--- src/rtl/sshm_pkg.sv ---
package sshm_pkg;

    typedef logic [7:0] t_byte;

    localparam int STOP_REGS = 4;
    localparam int REG_IDX_W = 3;
    localparam int STOP_IDX_W = 2;

    localparam logic OP_FEED  = 1'b0;
    localparam logic OP_FLUSH = 1'b1;

    localparam logic [REG_IDX_W-1:0] REG_STOP_COUNT   = 3'd0;
    localparam logic [REG_IDX_W-1:0] REG_STOP_LENGTHS = 3'd1;
    localparam logic [REG_IDX_W-1:0] REG_STOP_TEXT0   = 3'd2;

    localparam logic [15:0] STOP_LENGTHS_RST = 16'h1111;

endpackage

--- src/rtl/sshm_in_if.sv ---
interface sshm_in_if;
    logic        valid;
    logic        ready;
    logic        operation;
    logic [63:0] chunk_bytes;
    logic [3:0]  chunk_length;

    modport source (output valid, operation, chunk_bytes, chunk_length, input ready);
    modport sink   (input valid, operation, chunk_bytes, chunk_length, output ready);
endinterface

--- src/rtl/sshm_out_if.sv ---
interface sshm_out_if;
    logic                             valid;
    logic                             ready;
    sshm_pkg::t_byte                  out_byte;
    logic                             byte_valid;
    logic                             matched;
    logic [sshm_pkg::STOP_IDX_W-1:0]  match_index;
    logic                             last;

    modport source (output valid, out_byte, byte_valid, matched, match_index, last,
                    input ready);
    modport sink   (input valid, out_byte, byte_valid, matched, match_index, last,
                    output ready);
endinterface

--- src/rtl/sshm_cfg_if.sv ---
interface sshm_cfg_if;
    logic                             valid;
    logic                             ready;
    logic [sshm_pkg::REG_IDX_W-1:0]   reg_index;
    logic [63:0]                      wdata;

    modport source (output valid, reg_index, wdata, input ready);
    modport sink   (input valid, reg_index, wdata, output ready);
endinterface

--- src/rtl/stop_string_holdback_matcher.sv ---
// Channel   Dir  Payload                                            Handshake
// i_in      in   operation, chunk_bytes, chunk_length               valid/ready
// o_out     out  out_byte, byte_valid, matched, match_index, last   valid/ready
// i_cfg     in   reg_index, wdata                                   valid/ready
//
// One item: a load, then a scan over n window positions (n = held bytes + chunk bytes,
// one window position per cycle through the shared window comparator, ending early on
// a full match), then the emitted results. Flush, empty and pass-through items skip
// the scan.
// Reset is synchronous, active low; it clears the held tail and the spent flag.
// Input ready drops for the whole item; output stalls only pause emission.
module stop_string_holdback_matcher #(
    parameter int NUM_STOPS    = 4,
    parameter int MAX_STOP_LEN = 8,
    parameter int CHUNK_BYTES  = 8
) (
    input  logic        i_clk,
    input  logic        i_rst_n,
    sshm_in_if.sink     i_in,
    sshm_out_if.source  o_out,
    sshm_cfg_if.sink    i_cfg
);

    localparam int TAIL_DEPTH = MAX_STOP_LEN - 1;
    localparam int BUF_LEN    = TAIL_DEPTH + CHUNK_BYTES;
    localparam int CW         = $clog2(BUF_LEN + 1);
    localparam int TCW        = $clog2(TAIL_DEPTH + 1);
    localparam int NREG       = (NUM_STOPS < sshm_pkg::STOP_REGS) ? NUM_STOPS
                                                                  : sshm_pkg::STOP_REGS;
    localparam int SW         = sshm_pkg::STOP_IDX_W;

    localparam logic [1:0] S_IDLE = 2'd0;
    localparam logic [1:0] S_SCAN = 2'd1;
    localparam logic [1:0] S_EMIT = 2'd2;

    // configuration
    logic [2:0]   r_stop_count;
    logic [15:0]  r_stop_lengths;
    logic [63:0]  r_stop_text [NREG];

    // control
    logic [1:0]     r_state;
    logic [CW-1:0]  r_n;
    logic [CW-1:0]  r_rem;
    logic [CW-1:0]  r_emit_left;
    logic [TCW-1:0] r_tail_count;
    logic [TCW-1:0] r_hold;
    logic           r_hold_found;
    logic           r_spent;
    logic           r_hit;
    logic           r_tail_upd;
    logic           r_ov;

    // data
    sshm_pkg::t_byte r_tail [TAIL_DEPTH];
    sshm_pkg::t_byte r_buf  [BUF_LEN];
    sshm_pkg::t_byte r_win  [BUF_LEN];
    logic [SW-1:0]   r_hit_idx;
    sshm_pkg::t_byte r_out_byte;
    logic            r_out_bv;
    logic            r_out_matched;
    logic [SW-1:0]   r_out_idx;
    logic            r_out_last;

    // combinational
    logic [2:0]      w_nst;
    logic [CW-1:0]   w_len [NREG];
    logic [3:0]      w_clen4;
    logic [CW-1:0]   w_clen;
    logic [CW-1:0]   w_n;
    sshm_pkg::t_byte w_load  [BUF_LEN];
    sshm_pkg::t_byte w_pass  [BUF_LEN];
    sshm_pkg::t_byte w_flush [BUF_LEN];
    sshm_pkg::t_byte w_sh    [BUF_LEN];
    sshm_pkg::t_byte w_win_sh[BUF_LEN];
    logic            w_full_any;
    logic [SW-1:0]   w_full_idx;
    logic            w_part_any;
    logic [TCW-1:0]  w_hold_final;
    logic            w_in_fire;
    logic            w_emit_go;
    logic            w_emit_last;
    logic            w_bypass;

    assign i_in.ready  = (r_state == S_IDLE);
    assign i_cfg.ready = 1'b1;
    assign w_in_fire   = i_in.valid && i_in.ready;
    assign w_emit_go   = (r_state == S_EMIT) && (!r_ov || o_out.ready);
    assign w_emit_last = (r_emit_left <= CW'(1));

    assign o_out.valid       = r_ov;
    assign o_out.out_byte    = r_out_byte;
    assign o_out.byte_valid  = r_out_bv;
    assign o_out.matched     = r_out_matched;
    assign o_out.match_index = r_out_idx;
    assign o_out.last        = r_out_last;

    assign w_nst    = (r_stop_count > 3'(NREG)) ? 3'(NREG) : r_stop_count;
    assign w_bypass = r_spent || (w_nst == 3'd0);
    assign w_clen4  = (i_in.chunk_length > 4'(CHUNK_BYTES)) ? 4'(CHUNK_BYTES)
                                                            : i_in.chunk_length;
    assign w_clen   = CW'(w_clen4);
    assign w_n      = CW'(r_tail_count) + w_clen;

    always_comb begin
        logic [3:0] nib;
        for (int k = 0; k < NREG; k++) begin
            nib = r_stop_lengths[4*k +: 4];
            if (nib == 4'd0) begin
                nib = 4'd1;
            end else if (nib > 4'(MAX_STOP_LEN)) begin
                nib = 4'(MAX_STOP_LEN);
            end
            w_len[k] = CW'(nib);
        end
    end

    // buffer loads
    always_comb begin
        for (int i = 0; i < BUF_LEN; i++) begin
            w_load[i]  = '0;
            w_pass[i]  = '0;
            w_flush[i] = '0;
            if (i < CHUNK_BYTES) begin
                w_pass[i] = i_in.chunk_bytes[8*i +: 8];
            end
            if (i < TAIL_DEPTH) begin
                w_flush[i] = r_tail[i];
            end
            for (int t = 0; t <= TAIL_DEPTH; t++) begin
                if (r_tail_count == TCW'(t)) begin
                    if (i < t) begin
                        w_load[i] = r_tail[i];
                    end else if (i - t < CHUNK_BYTES) begin
                        w_load[i] = i_in.chunk_bytes[8*(i-t) +: 8];
                    end
                end
            end
            w_sh[i]     = (i + 1 < BUF_LEN) ? r_buf[i+1] : '0;
            w_win_sh[i] = (i + 1 < BUF_LEN) ? r_win[i+1] : '0;
        end
    end

    // shared window comparator: all stops against the window at the current position
    always_comb begin
        logic eq;
        w_full_any = 1'b0;
        w_full_idx = '0;
        w_part_any = 1'b0;
        for (int k = 0; k < NREG; k++) begin
            eq = (3'(k) < w_nst);
            for (int j = 0; j < MAX_STOP_LEN; j++) begin
                if ((CW'(j) < w_len[k]) && (CW'(j) < r_rem)
                        && (r_win[j] != r_stop_text[k][8*j +: 8])) begin
                    eq = 1'b0;
                end
            end
            if (eq && (w_len[k] <= r_rem)) begin
                if (!w_full_any) begin
                    w_full_idx = SW'(k);
                end
                w_full_any = 1'b1;
            end
            if (eq && (w_len[k] > r_rem)) begin
                w_part_any = 1'b1;
            end
        end
    end

    assign w_hold_final = r_hold_found ? r_hold : (w_part_any ? TCW'(1) : '0);

    // configuration port
    always_ff @(posedge i_clk) begin
        if (!i_rst_n) begin
            r_stop_count   <= '0;
            r_stop_lengths <= sshm_pkg::STOP_LENGTHS_RST;
            for (int k = 0; k < NREG; k++) begin
                r_stop_text[k] <= '0;
            end
        end else if (i_cfg.valid) begin
            case (i_cfg.reg_index)
                sshm_pkg::REG_STOP_COUNT: begin
                    r_stop_count <= i_cfg.wdata[2:0];
                end
                sshm_pkg::REG_STOP_LENGTHS: begin
                    r_stop_lengths <= i_cfg.wdata[15:0];
                end
                default: begin
                    for (int k = 0; k < NREG; k++) begin
                        if (i_cfg.reg_index == sshm_pkg::REG_STOP_TEXT0 + 3'(k)) begin
                            r_stop_text[k] <= i_cfg.wdata;
                        end
                    end
                end
            endcase
        end
    end

    // sequencer
    always_ff @(posedge i_clk) begin
        if (!i_rst_n) begin
            r_state      <= S_IDLE;
            r_n          <= '0;
            r_rem        <= '0;
            r_emit_left  <= '0;
            r_tail_count <= '0;
            r_hold       <= '0;
            r_hold_found <= 1'b0;
            r_spent      <= 1'b0;
            r_hit        <= 1'b0;
            r_tail_upd   <= 1'b0;
            r_ov         <= 1'b0;
        end else begin
            if (w_emit_go) begin
                r_ov <= 1'b1;
            end else if (o_out.ready) begin
                r_ov <= 1'b0;
            end
            case (r_state)
                S_IDLE: begin
                    if (w_in_fire) begin
                        r_hit        <= 1'b0;
                        r_tail_upd   <= 1'b0;
                        r_hold       <= '0;
                        r_hold_found <= 1'b0;
                        r_n          <= w_n;
                        r_rem        <= w_n;
                        if (i_in.operation == sshm_pkg::OP_FLUSH) begin
                            r_emit_left  <= CW'(r_tail_count);
                            r_tail_count <= '0;
                            r_state      <= S_EMIT;
                        end else if (w_bypass) begin
                            r_emit_left <= w_clen;
                            r_state     <= S_EMIT;
                        end else if (w_n == '0) begin
                            r_emit_left <= '0;
                            r_state     <= S_EMIT;
                        end else begin
                            r_state <= S_SCAN;
                        end
                    end
                end
                S_SCAN: begin
                    if (w_full_any) begin
                        r_hit        <= 1'b1;
                        r_emit_left  <= r_n - r_rem;
                        r_tail_count <= '0;
                        r_spent      <= 1'b1;
                        r_state      <= S_EMIT;
                    end else begin
                        if (!r_hold_found && w_part_any) begin
                            r_hold_found <= 1'b1;
                            r_hold       <= TCW'(r_rem);
                        end
                        if (r_rem == CW'(1)) begin
                            r_emit_left  <= r_n - CW'(w_hold_final);
                            r_tail_count <= w_hold_final;
                            r_tail_upd   <= 1'b1;
                            r_state      <= S_EMIT;
                        end else begin
                            r_rem <= r_rem - CW'(1);
                        end
                    end
                end
                S_EMIT: begin
                    if (w_emit_go) begin
                        if (w_emit_last) begin
                            r_state <= S_IDLE;
                        end else begin
                            r_emit_left <= r_emit_left - CW'(1);
                        end
                    end
                end
                default: begin
                    r_state <= S_IDLE;
                end
            endcase
        end
    end

    // datapath
    always_ff @(posedge i_clk) begin
        if (w_in_fire) begin
            for (int i = 0; i < BUF_LEN; i++) begin
                if (i_in.operation == sshm_pkg::OP_FLUSH) begin
                    r_buf[i] <= w_flush[i];
                end else if (w_bypass) begin
                    r_buf[i] <= w_pass[i];
                end else begin
                    r_buf[i] <= w_load[i];
                end
                r_win[i] <= w_load[i];
            end
        end
        if (r_state == S_SCAN) begin
            for (int i = 0; i < BUF_LEN; i++) begin
                r_win[i] <= w_win_sh[i];
            end
            if (w_full_any) begin
                r_hit_idx <= w_full_idx;
            end
        end
        if (w_emit_go) begin
            r_out_bv      <= (r_emit_left != '0);
            r_out_byte    <= (r_emit_left != '0) ? r_buf[0] : '0;
            r_out_last    <= w_emit_last;
            r_out_matched <= w_emit_last && r_hit;
            r_out_idx     <= (w_emit_last && r_hit) ? r_hit_idx : '0;
            if (r_emit_left != '0) begin
                for (int i = 0; i < BUF_LEN; i++) begin
                    r_buf[i] <= w_sh[i];
                end
            end
            // held tail sits at the front of the buffer once the rest is out
            if (w_emit_last && r_tail_upd) begin
                for (int i = 0; i < TAIL_DEPTH; i++) begin
                    r_tail[i] <= (r_emit_left == '0) ? r_buf[i] : w_sh[i];
                end
            end
        end
    end

endmodule

--- src/flat_wrapper.sv ---
// flat-port wrapper written by rule: the top's interface ports become plain ports
module stop_string_holdback_matcher_flat 
#(
    parameter int NUM_STOPS    = 4,
    parameter int MAX_STOP_LEN = 8,
    parameter int CHUNK_BYTES  = 8
)
  (i_clk, i_rst_n, i_in_valid, i_in_operation, i_in_chunk_bytes, i_in_chunk_length, i_in_ready, o_out_valid, o_out_out_byte, o_out_byte_valid, o_out_matched, o_out_match_index, o_out_last, o_out_ready, i_cfg_valid, i_cfg_reg_index, i_cfg_wdata, i_cfg_ready);
  sshm_in_if i_in_i ();
  sshm_out_if o_out_i ();
  sshm_cfg_if i_cfg_i ();
  input  logic i_clk;
  input  logic i_rst_n;
  input wire logic [$bits(i_in_i.valid)-1:0] i_in_valid;
  input wire logic [$bits(i_in_i.operation)-1:0] i_in_operation;
  input wire logic [$bits(i_in_i.chunk_bytes)-1:0] i_in_chunk_bytes;
  input wire logic [$bits(i_in_i.chunk_length)-1:0] i_in_chunk_length;
  output wire logic [$bits(i_in_i.ready)-1:0] i_in_ready;
  output wire logic [$bits(o_out_i.valid)-1:0] o_out_valid;
  output wire logic [$bits(o_out_i.out_byte)-1:0] o_out_out_byte;
  output wire logic [$bits(o_out_i.byte_valid)-1:0] o_out_byte_valid;
  output wire logic [$bits(o_out_i.matched)-1:0] o_out_matched;
  output wire logic [$bits(o_out_i.match_index)-1:0] o_out_match_index;
  output wire logic [$bits(o_out_i.last)-1:0] o_out_last;
  input wire logic [$bits(o_out_i.ready)-1:0] o_out_ready;
  input wire logic [$bits(i_cfg_i.valid)-1:0] i_cfg_valid;
  input wire logic [$bits(i_cfg_i.reg_index)-1:0] i_cfg_reg_index;
  input wire logic [$bits(i_cfg_i.wdata)-1:0] i_cfg_wdata;
  output wire logic [$bits(i_cfg_i.ready)-1:0] i_cfg_ready;
  assign i_in_i.valid = i_in_valid;
  assign i_in_i.operation = i_in_operation;
  assign i_in_i.chunk_bytes = i_in_chunk_bytes;
  assign i_in_i.chunk_length = i_in_chunk_length;
  assign i_in_ready = i_in_i.ready;
  assign o_out_valid = o_out_i.valid;
  assign o_out_out_byte = o_out_i.out_byte;
  assign o_out_byte_valid = o_out_i.byte_valid;
  assign o_out_matched = o_out_i.matched;
  assign o_out_match_index = o_out_i.match_index;
  assign o_out_last = o_out_i.last;
  assign o_out_i.ready = o_out_ready;
  assign i_cfg_i.valid = i_cfg_valid;
  assign i_cfg_i.reg_index = i_cfg_reg_index;
  assign i_cfg_i.wdata = i_cfg_wdata;
  assign i_cfg_ready = i_cfg_i.ready;
  stop_string_holdback_matcher #(.NUM_STOPS(NUM_STOPS), .MAX_STOP_LEN(MAX_STOP_LEN), .CHUNK_BYTES(CHUNK_BYTES)) u_core (.i_clk(i_clk), .i_rst_n(i_rst_n), .i_in(i_in_i), .o_out(o_out_i), .i_cfg(i_cfg_i));
endmodule
--- config.mk ---
export PLATFORM = sky130hd
export DESIGN_NAME = stop_string_holdback_matcher_flat
export DESIGN_NICKNAME = d
export VERILOG_FILES = /design/src/rtl/sshm_pkg.sv /design/src/rtl/sshm_in_if.sv /design/src/rtl/sshm_out_if.sv /design/src/rtl/sshm_cfg_if.sv /design/src/rtl/stop_string_holdback_matcher.sv /design/src/flat_wrapper.sv
export SDC_FILE = /design/constraint.sdc
export NUM_CORES = 1
export LEC_CHECK = 0
export ABC_AREA = 0
export BUFFER_PORTS_ARGS = -buffer_cell sky130_fd_sc_hd__buf_2
export CAP_MARGIN = 40
export CORE_ASPECT_RATIO = 0.7
export CORE_MARGIN = 10
export CORE_UTILIZATION = 50
export DETAILED_ROUTE_END_ITERATION = 6
export MAX_ROUTING_LAYER = met4
export PLACE_DENSITY = 0.76
export SLEW_MARGIN = 0
export SYNTH_ARGS = -nofsm -noshare
export SYNTH_HDL_FRONTEND = slang
export SYNTH_SLANG_ARGS = --single-unit
export TNS_END_PERCENT = 5
--- constraint.sdc ---
create_clock -name i_clk -period 6 [get_ports i_clk]
set_input_delay 0 -clock i_clk [delete_from_list [all_inputs] [get_ports i_clk]]
set_output_delay 0 -clock i_clk [all_outputs]
set_load 0.01 [all_outputs]
### Yosys cells after proc, flatten, opt, wreduce, memory -nomap -nowiden

Memories as Yosys holds them, arrays and structs flattened.
Index checks and enable logic that the tools add are counted.

| word-level totals | value |
|---|---|
| memory bits (writable) | 552 |
| register bits | 59 |
| input bits | 141 |
| output and inout port bits | 16 |
| memories | 4 |

| cells by class | value |
|---|---|
| equal/unequal tests | 59 |
| $lt $le $gt $ge | 59 |
| reductions and logical operators | 107 |
| bitwise logic cells | 64 |
| mux-type cells | 305 |
| $add $sub $neg | 5 |

Memory list:

| memory | words | bits a word | read ports | clocked after Yosys merged registers in | write ports | line | source |
|---|---|---|---|---|---|---|---|
| u_core.r_stop_text | 4 | 64 | 4 | 0 | 4 | stop_string_holdback_matcher.sv:39 | `logic [63:0] r_stop_text [NREG];` |
| u_core.r_buf | 15 | 8 | 15 | 0 | 15 | stop_string_holdback_matcher.sv:56 | `sshm_pkg::t_byte r_buf [BUF_LEN];` |
| u_core.r_win | 15 | 8 | 15 | 0 | 15 | stop_string_holdback_matcher.sv:57 | `sshm_pkg::t_byte r_win [BUF_LEN];` |
| u_core.r_tail | 7 | 8 | 7 | 0 | 7 | stop_string_holdback_matcher.sv:55 | `sshm_pkg::t_byte r_tail [TAIL_DEPTH];` |

Operator list:

| operator | number |
|---|---|
| $mux 8 | 159 |
| $mux 64 | 4 |
| $ne 8x8->1 | 32 |
| $mux 1 | 92 |
| $lt 3x4->1 const A | 20 |
| $mux 4 | 20 |
| $logic_and 1x1->1 | 77 |
| $or 1x1->1 | 64 |
| $lt 1x4->1 const A | 10 |
| $lt 2x4->1 const A | 10 |
| $mux 3 | 9 |
| $mux 2 | 13 |
| $logic_not 4->1 | 6 |
| $gt 4x4->1 const B | 5 |
| $reduce_and 4->1 | 5 |
| $eq 3x3->1 const B | 6 |
| $gt 4x4->1 | 4 |
| $le 4x4->1 | 4 |
| $eq 3x2->1 const B | 4 |
| $pmux 3 s2 | 2 |
| $pmux 4 s3 | 1 |
| $ne 2x1->1 const B | 5 |
| $ne 2x2->1 const B | 5 |
| $logic_not 3->1 | 3 |
| 27 further kinds | 39 |

### Logic depth before layout (Yosys ltp)

| logic depth | value |
|---|---|
| word-level depth | 25 |
| mapped depth | 21 |

### Least setup slack after synthesis

Ideal clock, no wire load.

| timing | value |
|---|---|
| path kind | input port to flip-flop |
| start point | input i_cfg_reg_index[2] |
| end point | memory u_core.r_stop_text[0][0] (enable) |
| path slack | 710 ps |
| stages | 2 |
| arrival | 4,716 ps |
| library setup time | 574 ps |
| path through | nand3b_1 -> o21ai_0 |

RTL lines:

| what | line | source |
|---|---|---|
| start, declared | flat_wrapper.sv:27 | `input wire logic [$bits(i_cfg_i.reg_index)-1:0] i_cfg_reg_index;` |
| end, declared | stop_string_holdback_matcher.sv:39 |  |

### Final worst setup path

| timing | value |
|---|---|
| start point | register u_core.r_rem[1] |
| end point | register u_core.r_emit_left[3] |

| between the ends | value |
|---|---|
| cells in the longest elaborated chain, start to end | 22 |
| elaborated cells between the ends (all ways) | 138 |
| classes of those cells | 2 x add/sub; 16 x order compare; 2 x eq/ne; 45 x mux; 73 x reduce/logical |

RTL lines:

| what | line | source |
|---|---|---|
| start, declared | stop_string_holdback_matcher.sv:44 | `logic [CW-1:0] r_rem;` |
| start signal, assigned | stop_string_holdback_matcher.sv:227 | `r_rem <= w_n;` |
| start signal, assigned | stop_string_holdback_matcher.sv:261 | `r_rem <= r_rem - CW'(1);` |
| $lt 1x4->1 | stop_string_holdback_matcher.sv:153 | `if ((CW'(j) < w_len[k]) && (CW'(j) < r_rem)` |
| $logic_and 1x1->1 | stop_string_holdback_matcher.sv:153 |  |
| $logic_and 1x1->1 | stop_string_holdback_matcher.sv:154 | `&& (r_win[j] != r_stop_text[k][8*j +: 8])) begin` |
| $mux 1 (8 in a row) | stop_string_holdback_matcher.sv:153 |  |
| $logic_and 1x1->1 | stop_string_holdback_matcher.sv:164 | `if (eq && (w_len[k] > r_rem)) begin` |
| $mux 1 (4 in a row) | stop_string_holdback_matcher.sv:164 |  |
| $mux 1 | stop_string_holdback_matcher.sv:170 | `assign w_hold_final = r_hold_found ? r_hold : (w_part_any ? TCW'(1) : '0);` |
| $mux 3 | stop_string_holdback_matcher.sv:170 |  |
| $sub 4x3->4 | stop_string_holdback_matcher.sv:256 | `r_emit_left <= r_n - CW'(w_hold_final);` |
| $mux 4 | stop_string_holdback_matcher.sv:255 | `if (r_rem == CW'(1)) begin` |
| $mux 4 | stop_string_holdback_matcher.sv:244 | `if (w_full_any) begin` |
| $pmux 4 s3 | stop_string_holdback_matcher.sv:219 | `case (r_state)` |
| end signal, assigned | stop_string_holdback_matcher.sv:229 | `r_emit_left <= CW'(r_tail_count);` |
| end signal, assigned | stop_string_holdback_matcher.sv:246 | `r_emit_left <= r_n - r_rem;` |
| end signal, assigned | stop_string_holdback_matcher.sv:256 |  |
| end, declared | stop_string_holdback_matcher.sv:45 | `logic [CW-1:0] r_emit_left;` |

Parallel ways exist; a longest one is shown, timed or not. The select of a mux whose other input is x is not followed.
A chain may end at the register's enable or synchronous reset.

==> results_tabular.tex <==
\begin{tabular}{lr}
\hline
Metric & Value \\
\hline
\multicolumn{2}{l}{\textbf{Run status}} \\
\quad Outcome & finished with violations \\
\quad Violated checks & design-rule violations \\
\multicolumn{2}{l}{\textbf{Timing}} \\
\quad Final worst clock skew & 0.0370 ns \\
\quad Slack of the critical path & 0.721 ns \\
\quad Crit path time final & 5.28 ns \\
\quad Transition at the pin with the smallest max-transition slack & 0.992 ns \\
\quad Fraction of the cycle the final worst path needs & 88.0\% \\
\quad Hold Worst Slack & 0.0282 ns \\
\quad Final setup viols & 0 \\
\quad Setup repair after global routing missed its margin & no \\
\quad Worst max-slew margin expressed relative to the limit & 33.6\% \\
\quad Highest attainable clock frequency & 189 MHz \\
\quad Total negative slack for setup checks & 0 ns \\
\quad Max-slew violation count & 0 \\
\quad Final hold viol count & 0 \\
\multicolumn{2}{l}{\textbf{Synthesis}} \\
\quad Mapped Nets & 3,171 \\
\quad Dominant cells by area after synthesis & edfxtp\_1 52\%, and2\_1 5.6\%, mux2\_2 4.0\%, xor2\_1 3.9\%, nand2\_1 3.8\% \\
\quad Average instance area after synthesis & 10.9 um2 \\
\quad Count of yosys warnings during synthesis & 0 \\
\quad Commonest cells in the netlist & 567 x edfxtp\_1, 334 x nand2\_1, 290 x and2\_1, 232 x o21ai\_0, 184 x nor2\_1 \\
\quad Fraction of synthesis flops using an asynchronous set or reset pin & 0\% \\
\quad Most used flip-flop cell after synthesis & edfxtp\_1 \\
\quad Unique cell type count in the Yosys netlist & 73 \\
\quad Area fraction of the dominant cell type after synthesis & 52.2\% \\
\quad Register bit count reported by yosys & 611 \\
\quad Number of instances in the synthesized netlist & 2,993 \\
\quad Most repeated cell in the gate-level netlist after synthesis & edfxtp\_1 \\
\quad Largest area contributor in the synthesized netlist & edfxtp\_1 \\
\quad Post-synth EDFFs & 567 \\
\quad Share of synthesized area occupied by flip-flops and latches & 54.9\% \\
\quad Cell Area, Synth & 0.0326 mm2 \\
\multicolumn{2}{l}{\textbf{Setup path}} \\
\quad CP max FO & 15 \\
\quad Critical path class & flip-flop to flip-flop \\
\quad Worst reg2reg endpoint & u\_core.r\_emit\_left[3]\$\_SDFFE\_PN0P\_ \\
\quad R2R Setup Slk & 0.72 ns \\
\quad R2R cell count & 18 \\
\quad Startpoint of the lowest-slack register-to-register path & u\_core.r\_rem[1]\$\_SDFFE\_PN0P\_ \\
\quad Endpoint class of the critical path & flip-flop \\
\quad Req. time, crit path & 6.58 ns \\
\quad Signal arrival time at the worst endpoint & 5.86 ns \\
\quad Kind of start point of the critical path & flip-flop \\
\multicolumn{2}{l}{\textbf{Drt}} \\
\quad Initial drt markers & 4,355 \\
\quad Routed vias & 25,400 \\
\quad Detailed-route wire length & 103,000 um \\
\quad Number of routed nets with antenna violations & 0 \\
\quad Number of detailed-route iterations in the first pass & 7 \\
\quad WL/cell & 25.1 um \\
\quad Average via count per standard cell & 6.18 \\
\quad DRC viols & 11 \\
\multicolumn{2}{l}{\textbf{Min path}} \\
\quad Endpoint, Worst Hold & u\_core.r\_buf[0][24]\$\_DFFE\_PP\_ \\
\quad Cell depth of the worst hold path & 4 \\
\quad Min-Delay Startpoint & i\_in\_chunk\_bytes[24] \\
\quad Hold/Removal Path Class & input pin to flip-flop \\
\multicolumn{2}{l}{\textbf{Cells and area}} \\
\quad Layout-stage area growth over the synthesis result & 15.3\% \\
\quad \# nets final & 3,340 \\
\quad Post-route cell area & 0.0376 mm2 \\
\quad Proportion of layout cells with a drive suffix above 1 & 14.4\% \\
\quad Non-Filler Instances & 4,104 \\
\multicolumn{2}{l}{\textbf{Clocking}} \\
\quad Buffers inserted by post-CTS timing repair & 0 \\
\quad Clock transition at the registers of the reported paths & 0.07 ns \\
\quad Clock tree from TritonCTS & built \\
\quad Clock sink count & 611 \\
\quad Htree depth & 2 \\
\quad Post-cts sizing count & 0 \\
\quad Number of buffers created by CTS & 60 \\
\quad Root Buffer Master & clkbuf\_16 \\
\quad Number of buffers between clock root and the deepest sink & 3 \\
\quad Clock latency on the worst-skew pair & 0.66 ns \\
\multicolumn{2}{l}{\textbf{Placed design}} \\
\quad Post-DP HPWL & 71,000 um \\
\quad Count of input and output buffers & 155 \\
\quad GP Congestion & 0.972 \\
\quad Placed instance area & 0.0342 mm2 \\
\quad \# placed instances & 3,844 \\
\quad Post-placement worst setup slack & 0.943 ns \\
\multicolumn{2}{l}{\textbf{Die}} \\
\quad Standard-cell row count & 78 \\
\quad DIE AREA & 0.0761 mm2 \\
\quad Initial standard-cell utilization of the core & 50.4\% \\
\quad Die W & 325 um \\
\quad Chip Height & 234 um \\
\quad Core footprint & 0.0647 mm2 \\
\quad IO Pins & 157 \\
\multicolumn{2}{l}{\textbf{Flow run}} \\
\quad Max-cap viol count & 0 \\
\multicolumn{2}{l}{\textbf{Power}} \\
\quad Maximum vdd drop & 0.245 mV \\
\quad Areal power density over the cells & 324 mW/mm2 \\
\quad LEAKAGE & 13.4 nW \\
\multicolumn{2}{l}{\textbf{Global route}} \\
\quad Number of global-route vias before repair & 24,100 \\
\quad Maximum number of pins on one net before global-route repair & 73 \\
\quad Overall Global Routing Usage & 27.1\% \\
\quad Global-route wire length before repair & 155,000 um \\
\quad Total grt overflow & 0 \\
\quad Initial antenna violation count & 10 \\
\hline
\end{tabular}
==> how the worst max path moves through the flow <==
stage	from	endpoint
2_1_floorplan	i_cfg_reg_index[2]	u_core.r_stop_text[0][0]$_SDFFCE_PN0P_
3_3_place_gp	u_core.r_win[0][54]$_DFFE_PP_	u_core.r_emit_left[3]$_SDFFE_PN0P_
3_5_place_dp	u_core.r_win[0][47]$_DFFE_PP_	u_core.r_emit_left[3]$_SDFFE_PN0P_
4_1_cts	u_core.r_win[0][47]$_DFFE_PP_	u_core.r_emit_left[3]$_SDFFE_PN0P_
5_1_grt	u_core.r_rem[0]$_SDFFE_PN0P_	u_core.r_emit_left[3]$_SDFFE_PN0P_
6_report	u_core.r_rem[1]$_SDFFE_PN0P_	u_core.r_emit_left[3]$_SDFFE_PN0P_
==> through the flow <==
stage | utilization (%) | power, mW
4_1_cts | 58.1 | 12.1
2_1_floorplan | - | 7.36
3_3_place_gp | 52.6 | 8.03
3_5_place_dp | 52.8 | 8.12
6_report | 58.1 | 12.2
5_1_grt | 58.1 | 12.6
==> layout make-up <==
| type | count | area (um2) |
|---|---|---|
| antenna | 11 | 27.5 |
| clock buffer | 70 | 1590 |
| clock inverter | 43 | 482 |
| fill | 5180 | 27100 |
| inverter | 33 | 124 |
| multi-input combinational | 2110 | 13700 |
| sequential | 611 | 17900 |
| tap | 880 | 1100 |
| timing repair buffer | 346 | 2650 |
==> critical path, cell delays in order (launching register included) <==
cell,delay [ns]
dfxtp_1,0.41
inv_1,0.30
ha_1,0.27
inv_1,0.09
a21oi_1,0.46
a221oi_1,0.11
nor4_1,0.54
and4_1,0.35
a2111o_1,0.46
mux2_2,0.43
inv_1,0.07
ha_1,0.22
a21o_1,0.15
a21oi_1,0.18
xnor2_1,0.19
nand3_1,0.11
mux2_2,0.31
a2111oi_0,0.39
a31o_2,0.16
==> cells by family (layout without fill, tap and decap cells) <==
logic type | after synthesis | count (layout) | share of synthesized area (%)
simple gates | 1054 | 1054 | 15.9
flops | 611 | 611 | 54.9
compound gates | 578 | 578 | 11.2
buf+inv | 272 | 492 | 3.52
xor+xnor | 261 | 261 | 7.00
mux | 179 | 179 | 6.01
fa+ha+maj | 37 | 37 | 1.46
other cells | 1 | 12 | 0.0115
==> where the power goes <==
group	switching, mW	leakage [nW]	internal [mW]
Combinational	1.38	6.53	0.940
Sequential	0.406	5.83	5.46
Clock	1.71	1.02	2.29
==> repair_timing <==
item	4_1_cts	5_1_grt
hold buffers	135	0
endpoints found under the setup margin	0	0
hold endpoints to repair	439	0
==> cells in the final DEF, fill, tap and decap left out, types with 16 or more instances in the layout <==
master | Yosys | final
edfxtp_1 | 567 | 567
nand2_1 | 334 | 331
and2_1 | 290 | 290
o21ai_0 | 232 | 228
nor2_1 | 184 | 177
buf_2 | 40 | 158
xor2_1 | 146 | 146
dlygate4sd3_1 | 0 | 135
xnor2_1 | 115 | 115
mux2_2 | 115 | 115
a21oi_1 | 105 | 105
nor3_1 | 84 | 81
mux2i_1 | 62 | 62
clkbuf_16 | 0 | 61
buf_4 | 21 | 46
dfxtp_1 | 44 | 41
nor4_1 | 38 | 37
a22o_1 | 36 | 36
nand4_1 | 35 | 35
ha_1 | 35 | 34
a211oi_1 | 32 | 32
inv_1 | 29 | 28
a22oi_1 | 27 | 27
nor2b_1 | 26 | 26
nand3_1 | 26 | 26
o41ai_1 | 16 | 16
==> layer usage <==
| metal | up-vias | wire length (um) | global-route usage (%) |
|---|---|---|---|
| met3 | 271 | 13100 | 6.71 |
| li1 | 11100 | - | - |
| met1 | 12200 | 42100 | 37.2 |
| met2 | 1778 | 43900 | 38.8 |
| met5 | - | 0 | - |
| met4 | 0 | 4010 | 9.68 |
==> registers in the layout, indices dropped and copies added, names as in the netlist, 3 cells and up <==
signal,count
u_core.r_tail_count,3
u_core.r_stop_text,256
u_core.r_buf,120
u_core.r_n,4
u_core.r_rem,4
u_core.r_hold,3
u_core.o_out.out_byte,8
u_core.r_stop_lengths,16
u_core.r_stop_count,3
u_core.r_emit_left,4
u_core.r_win,120
u_core.r_tail,56
No activity file was read; power rests on OpenSTA's default activity.
